<file path="src/rtl/upw_pkg.sv">
// upw_pkg: shared constants, types and register codes for the upwind advection stencil
// no dependencies; used by the channel interfaces, the divider and the top level
package upw_pkg;

  localparam int MAX_WIDTH = 1024;
  localparam int VAL_W     = 32;
  localparam int COL_W     = $clog2(MAX_WIDTH);
  localparam int ROW_W     = 16;
  localparam int GW_W      = COL_W + 1;
  localparam int FRAC_W    = 16;
  localparam int DIV_W     = VAL_W + FRAC_W;
  localparam int NVEL      = 6;
  localparam int NOPS      = 6;
  localparam int NQ        = 4;
  localparam int WIDE_W    = 64;
  localparam int PROD_W    = VAL_W + DIV_W;

  localparam logic [GW_W-1:0]  WIDTH_RESET  = GW_W'(1024);
  localparam logic [ROW_W-1:0] HEIGHT_RESET = ROW_W'(1024);

  typedef logic signed [VAL_W-1:0] val_t;
  typedef logic [NQ-1:0][VAL_W-1:0] cell_t;

  typedef enum logic [1:0] {
    REG_GRID_WIDTH,
    REG_GRID_HEIGHT,
    REG_DT_DX,
    REG_DT_DY
  } reg_idx_t;

  typedef struct packed {
    logic start;
    val_t num;
    val_t den;
  } div_req_t;

  typedef struct packed {
    logic done;
    val_t quot;
  } div_rsp_t;

endpackage

</file>
<file path="src/rtl/upw_div.sv">
// upw_div: radix-2 restoring divider for Q16.16 velocity, one quotient bit a cycle
// depends on upw_pkg
module upw_div (
  input  logic             clk,
  input  logic             rst_n,
  input  upw_pkg::div_req_t req,
  output upw_pkg::div_rsp_t rsp
);
  import upw_pkg::*;

  typedef enum logic [1:0] {S_IDLE, S_RUN, S_DONE} st_t;

  localparam int CNT_W = $clog2(DIV_W);

  st_t              st_r;
  logic [CNT_W-1:0] cnt_r;
  logic [DIV_W-1:0] acc_r;
  logic [VAL_W:0]   rem_r;
  logic [VAL_W-1:0] dv_r;
  logic             neg_r;
  logic             zero_r;

  logic [VAL_W-1:0] num_mag;
  logic [VAL_W-1:0] den_mag;
  logic [VAL_W:0]   shifted;
  logic             fits;
  val_t             quot;

  // operand magnitudes and one trial subtraction
  always_comb begin
    num_mag = req.num[VAL_W-1] ? VAL_W'(~req.num + 1'b1) : VAL_W'(req.num);
    den_mag = req.den[VAL_W-1] ? VAL_W'(~req.den + 1'b1) : VAL_W'(req.den);
    shifted = {rem_r[VAL_W-1:0], acc_r[DIV_W-1]};
    fits    = shifted >= {1'b0, dv_r};
  end

  // sign and saturation of the quotient
  always_comb begin
    if (zero_r) begin
      quot = '0;
    end else if (neg_r) begin
      if (acc_r > DIV_W'(64'h8000_0000)) quot = val_t'(32'h8000_0000);
      else quot = val_t'(~acc_r[VAL_W-1:0] + 1'b1);
    end else begin
      if (acc_r > DIV_W'(64'h7FFF_FFFF)) quot = val_t'(32'h7FFF_FFFF);
      else quot = val_t'(acc_r[VAL_W-1:0]);
    end
    rsp.done = (st_r == S_DONE);
    rsp.quot = quot;
  end

  // sequencer and datapath registers
  always_ff @(posedge clk) begin
    if (!rst_n) begin
      st_r  <= S_IDLE;
      cnt_r <= '0;
    end else begin
      unique case (st_r)
        S_IDLE: begin
          if (req.start) begin
            acc_r  <= {num_mag, FRAC_W'(0)};
            rem_r  <= '0;
            dv_r   <= den_mag;
            neg_r  <= req.num[VAL_W-1] ^ req.den[VAL_W-1];
            zero_r <= (req.den == '0);
            cnt_r  <= '0;
            st_r   <= (req.den == '0) ? S_DONE : S_RUN;
          end
        end
        S_RUN: begin
          rem_r <= fits ? (shifted - {1'b0, dv_r}) : shifted;
          acc_r <= {acc_r[DIV_W-2:0], fits};
          cnt_r <= cnt_r + 1'b1;
          if (cnt_r == CNT_W'(DIV_W - 1)) st_r <= S_DONE;
        end
        S_DONE: begin
          st_r <= S_IDLE;
        end
        default: st_r <= S_IDLE;
      endcase
    end
  end

endmodule

</file>
<file path="config.mk">
export PLATFORM = sky130hd
export DESIGN_NAME = upw_div
export DESIGN_NICKNAME = d
export VERILOG_FILES = /design/src/rtl/upw_pkg.sv /design/src/rtl/upw_div.sv
export SDC_FILE = /design/constraint.sdc
export NUM_CORES = 1
export LEC_CHECK = 0
export BUFFER_PORTS_ARGS = -buffer_cell sky130_fd_sc_hd__buf_2
export CAP_MARGIN = 40
export CORE_ASPECT_RATIO = 0.7
export CORE_MARGIN = 4
export CORE_UTILIZATION = 56
export CTS_BUF_LIST = sky130_fd_sc_hd__clkbuf_8
export DETAILED_ROUTE_END_ITERATION = 16
export GPL_ROUTABILITY_DRIVEN = 0
export PLACE_DENSITY = 0.79
export SETUP_SLACK_MARGIN = 0.2
export SKIP_CTS_REPAIR_TIMING = 1
export SYNTH_ARGS = -nofsm -noshare
export SYNTH_HDL_FRONTEND = slang
export SYNTH_SLANG_ARGS = --single-unit
</file>
<file path="constraint.sdc">
create_clock -name clk -period 3.35 [get_ports clk]
set_input_delay 0.67 -clock clk [delete_from_list [all_inputs] [get_ports clk]]
set_output_delay 0.67 -clock clk [all_outputs]
set_load 0.02 [all_outputs]
</file>
=== Word level (Yosys, flattened, before mapping) ===
Index checks and enable logic that the tools add are counted.

* Word-level logic and storage cells: 49
* Output and inout bits: 33
* Flip-flop bits (word level): 122

* Multiplexer cells: 17
* Equality and inequality tests: 5
* $add $sub $neg: 5
* Reductions and logical operators: 7
* Bitwise gates (word level): 4
* Order comparisons: 3

{| class="wikitable"
|+ Operators with widths
! kind !! number
|-
| $mux W32 || 7
|-
| $add A32 B1 Y32 const B || 3
|-
| $not A32 Y32 || 3
|-
| $pmux W48 S2 || 1
|-
| $pmux W32 S2 || 1
|-
| $gt A48 B31 Y1 const B || 1
|-
| $gt A48 B32 Y1 const B || 1
|-
| $mux W48 || 1
|-
| $ge A33 B32 Y1 || 1
|-
| $logic_not A32 Y1 || 1
|-
| $sub A32 B32 Y32 || 1
|-
| $mux W31 || 1
|-
| $pmux W6 S2 || 1
|-
| $add A6 B1 Y6 const B || 1
|-
| $eq A6 B6 Y1 const B || 1
|-
| $mux W2 || 3
|-
| $mux W6 || 1
|-
| $reduce_and A3 Y1 || 2
|-
| $ne A2 B2 Y1 const B || 2
|-
| $pmux W2 S2 || 1
|-
| $reduce_and A2 Y1 || 2
|-
| $eq A2 B1 Y1 const B || 1
|-
| $eq A2 B2 Y1 const B || 1
|-
| $logic_not A2 Y1 || 1
|-
| 2 further kinds || 2
|}

=== Logic depth before layout (Yosys ltp) ===
* Depth in word-level cells: 5
* Mapped depth: 13
* Depth with buffers taken out: 11

=== Worst setup path before layout ===
Ideal clock, no wire load.

* Path kind: reg-to-output
* Start: register acc_r[0]
* End: output port rsp[20] in the netlist's numbering
* Path slack: -0.483 ns
* Required time: 2.680 ns
* Cell stages (with the launch flop): 12
* Data arrival time: 3.163 ns
* Cell sequence: edfxtp_1 > inv_1 > ha_1 > or3b_2 > nor4_4 > and2_2 > nand2_1 > o41ai_1 > nand2b_1 > a21o_1 > buf_2 > a311oi_1

{| class="wikitable"
|+ RTL lines
! what !! line !! text
|-
| from (decl) || upw_div.sv:17 || <nowiki>logic [DIV_W-1:0] acc_r;</nowiki>
|-
| from (signal assigned) || upw_div.sv:61 || <nowiki>acc_r <= {num_mag, FRAC_W'(0)};</nowiki>
|-
| from (signal assigned) || upw_div.sv:72 || <nowiki>acc_r <= {acc_r[DIV_W-2:0], fits};</nowiki>
|-
| to (decl) || upw_div.sv:7 || <nowiki>output upw_pkg::div_rsp_t rsp</nowiki>
|}

==> qor.json <==
{
  "fin_tns_setup": {"value": -15.33, "unit": "ns"},
  "placementRows": {"value": 38},
  "timing.critical_path.slowest_stage_cell": {"value": "sky130_fd_sc_hd__or4_1"},
  "pwr-share-clk": {"value": 32.0, "unit": "%"},
  "maximum_fanout_count_along_the_critical_path": {"value": 5},
  "path_cells": {"value": "or4_1 > or4_4 > nor2_4 > nand2_4 > o41ai_2 > nand2b_1 > a21o_4 > buf_4 > buf_4 > nor2_2 > buf_6"},
  "syn2layout_area_growth": {"value": 27.3, "unit": "%"},
  "drt.antenna.violating_nets": {"value": 0},
  "postSynth.asyncResetShare": {"value": 0, "unit": "%"},
  "average_wire_per_cell_in_the_routed_design": {"value": 17.5, "unit": "µm"},
  "drive_gt1_share": {"value": 25.1, "unit": "%"},
  "yosys_warn_count": {"value": 0},
  "max-clock-path-buffers": {"value": 2},
  "ir_worst_vdd": {"value": 0.258, "unit": "mV"},
  "cts_sinks": {"value": 122},
  "layout.filler_cells": {"value": 1127},
  "final_max_slew_viol_count": {"value": 0},
  "clk_pin_slew": {"value": 0.07, "unit": "ns"},
  "power_frac_seq": {"value": 40.3, "unit": "%"},
  "placement.io_buffers": {"value": 99},
  "total_number_of_vias": {"value": 8255},
  "floorplan.die.height": {"value": 113, "unit": "µm"},
  "syn-cell-area": {"value": 8870, "unit": "µm²"},
  "unrepaired_setup_endpoints_after_global_routing": {"value": "true"},
  "io_pins": {"value": 100},
  "start_kind": {"value": "flop"},
  "vias_per_cell": {"value": 6.09},
  "maxSlewHeadroom": {"value": 57.1, "unit": "%"},
  "finalHoldWorstSlack": {"value": 0.453, "unit": "ns"},
  "critical_path_max_stage_delay": {"value": 0.57, "unit": "ns"},
  "period_share": {"value": 117, "unit": "%"},
  "grt_peak_use_layer": {"value": "met1"},
  "initial_core_util": {"value": 57.2, "unit": "%"},
  "cts-root-buf": {"value": "sky130_fd_sc_hd__clkbuf_8"},
  "power_leakage": {"value": 4.43, "unit": "nW"},
  "post-place-cells": {"value": 1316},
  "gr-usage-met2": {"value": 38.7, "unit": "%"},
  "net-switching-power": {"value": 1.42, "unit": "mW"},
  "end_kind": {"value": "output pin"},
  "grt_use_met3": {"value": 4.55, "unit": "%"},
  "internal_power": {"value": 3.32, "unit": "mW"},
  "synth.ff_latch_count": {"value": 122},
  "p_per_area": {"value": 420, "unit": "nW/µm²"},
  "grt_pass1_vias": {"value": 7586},
  "antenna_found_initial": {"value": 1},
  "fin_skew": {"value": 0.0136, "unit": "ns"},
  "dpl_worst_slack": {"value": -0.146, "unit": "ns"},
  "synth.yosys.seq_area_share": {"value": 40.4, "unit": "%"},
  "final-setup-viol-count": {"value": 32},
  "status": {"value": "complete, but fails checks"},
  "dr.pass1.iters": {"value": 7},
  "design.core.area": {"value": 15500, "unit": "µm²"},
  "overflow": {"value": 0},
  "failed_checks": {"value": "negative setup slack"},
  "max_slew.worst_pin.slew": {"value": 0.644, "unit": "ns"},
  "syn_nets": {"value": 1089},
  "grt_util_met1": {"value": 38.8, "unit": "%"},
  "drtIter0Drc": {"value": 876},
  "path_class": {"value": "flop to output pin"},
  "timing.critical_path.required": {"value": 2.68, "unit": "ns"},
  "netlist-cell-type-count": {"value": 64},
  "worst-endpoint-arrival": {"value": 3.24, "unit": "ns"},
  "grt_start_max_net_pins": {"value": 38},
  "dp.final_hpwl": {"value": 17.3, "unit": "mm"},
  "syn_avg_cell_area": {"value": 9.00, "unit": "µm²"},
  "global_route_wire_length_before_repair": {"value": 37.3, "unit": "mm"},
  "synth-edff-count": {"value": 114},
  "fmax": {"value": 0.256, "unit": "GHz"},
  "grt_use_total": {"value": 25.8, "unit": "%"},
  "hold_viol_final": {"value": 0},
  "finalWorstSetupSlack": {"value": -0.561, "unit": "ns"},
  "fin_cells": {"value": 1356},
  "cts_htree_levels": {"value": 4},
  "horizontal_die_dimension": {"value": 158, "unit": "µm"},
  "finalCriticalPeriod": {"value": 3.91, "unit": "ns"},
  "total_power": {"value": 4.74, "unit": "mW"},
  "crit_path_frequent_cell": {"value": "sky130_fd_sc_hd__buf_4"},
  "clk-insertion-delay-late": {"value": 0.45, "unit": "ns"},
  "switching_share": {"value": 30.0, "unit": "%"},
  "layout.nets": {"value": 1247},
  "number_of_buffers_created_by_cts": {"value": 17},
  "clock_tree_from_tritoncts": {"value": "done"},
  "total_of_max_cap_violations": {"value": 0},
  "remaining_drc_errors": {"value": 0},
  "die-area": {"value": 17900, "unit": "µm²"},
  "syn-instance-count": {"value": 985},
  "drt-total-wl": {"value": 23.7, "unit": "mm"},
  "share_of_total_power_in_combinational_logic": {"value": 27.7, "unit": "%"},
  "hold_path_class": {"value": "input port to flop"},
  "synth_flop_cell": {"value": "sky130_fd_sc_hd__edfxtp_1"}
}
-- synthesized netlist by cell type, drive strengths merged (2+ instances only) --
cell type  count  area share (%)
o311ai         3            0.30
xor2          44             4.3
inv           50             2.1
a21boi         4            0.34
or2            7            0.49
nor2b          8            0.56
o31ai         18             1.7
and2          18             1.3
edfxtp       114              39
o22ai         10            0.71
or3b           2            0.20
nand3b         3            0.25
and3           3            0.21
or4           14             1.3
clkbuf        37             1.6
mux2i         22             2.5
o211a          2            0.23
nand4         17             1.2
a2111oi        2            0.20
a21o          14             1.2
a31oi         13            0.92
nor4          15             1.3
nand3         20             1.1
o21ai         84             4.7
nor3          25             1.4
ha            36             5.1
a311oi        16             1.6
dfxtp          8             1.8
o21bai         5            0.42
nand2        101             4.3
a211oi         6            0.51
nor2          97             4.1
a21oi         48             2.7
o21a           3            0.25
o211ai         5            0.42
o2111ai        2            0.20
xnor2         48             4.7
buf           10            0.56
nand2b        12            0.85
or3           15             1.2
o41ai         12             1.2
-- kinds of logic after synthesis --
logic type               count (synthesis)  share of synthesized area [%]
AND/OR/NAND/NOR                        364                           20.5
AO/OA/AOI/OAI                          251                           18.0
flip-flops                             122                           40.4
buffers and inverters                   97                           4.25
XOR/XNOR                                92                           9.09
adder cells (fa/ha/maj)                 37                           5.30
multiplexers                            22                           2.48
-- worst max-delay path: cells and delay by family, from the launching register on --
family                 cells  cell delay [ns]
AOI/OAI and AO/OA          2             0.46
buffers and inverters      3             0.44
DFF                        1             0.40
and+or+nand+nor            6             1.49
-- through the flow --
stage / area, µm² / util (%)
finish: 11300 / 72.8
global route: 11300 / 72.8
CTS: 10900 / 70.4
detailed placement: 10500 / 67.4
global placement: 10500 / 67.4
floorplan: 9280 / -
-- area by class of cell --
cell class | instances | area [µm²] | share of cell area [%]
inverters | 50 | 188 | 1.66
diodes | 1 | 2.50 | 0.0222
clock buffers | 20 | 275 | 2.44
multi-input cells | 766 | 5450 | 48.3
clock inverters | 11 | 180 | 1.60
well taps | 200 | 250 | 2.22
repair buffers | 186 | 1360 | 12.0
flip-flops and latches | 122 | 3580 | 31.7
-- final timing paths --
path | slack (ns) | cells past startpoint | start | to
setup / recovery | -0.56 | 11 | acc_r[23] | rsp[25]
hold / removal | 0.45 | 1 | req[0] | dv_r[0]
setup reg to reg | 0.31 | 9 | rem_r[9] | rem_r[31]
hold reg to reg | 0.50 | 2 | cnt_r[1] | cnt_r[1]
-- routing by layer --
layer / vias up / wire (µm) / share of wire [%]
met4: 0 / 372 / 1.6
met5: - / 0 / 0
li1: 3951 / - / -
met3: 40 / 1890 / 8.0
met1: 3876 / 10900 / 46
met2: 388 / 10500 / 45
-- layout by cell type, fill, tap and decap left out, types with 23 or more instances in the layout --
cell type	count
sky130_fd_sc_hd__edfxtp_1	114
sky130_fd_sc_hd__xnor2_1	48
sky130_fd_sc_hd__a21oi_1	45
sky130_fd_sc_hd__ha_1	34
sky130_fd_sc_hd__nor3_1	23
sky130_fd_sc_hd__nand2_1	100
sky130_fd_sc_hd__buf_6	23
sky130_fd_sc_hd__buf_2	67
sky130_fd_sc_hd__nor2_1	84
sky130_fd_sc_hd__xor2_1	44
sky130_fd_sc_hd__o21ai_0	78
sky130_fd_sc_hd__inv_1	52
sky130_fd_sc_hd__buf_4	92
-- power groups by stage --
stage	Sequential (mW)	Combinational, mW	Clock [mW]
CTS	1.91	1.22	1.53
finish	1.91	1.32	1.52
detailed placement	1.94	1.21	0
floorplan	1.93	0.829	0
global route	1.92	1.44	1.61
global placement	1.93	1.18	0
-- registers in the layout (all words and copies together), names as in the netlist --
signal,cells
neg_r,1
dv_r,32
cnt_r,6
rem_r,32
st_r,2
acc_r,48
zero_r,1
Note: power is estimated with default switching activity, not from simulation.
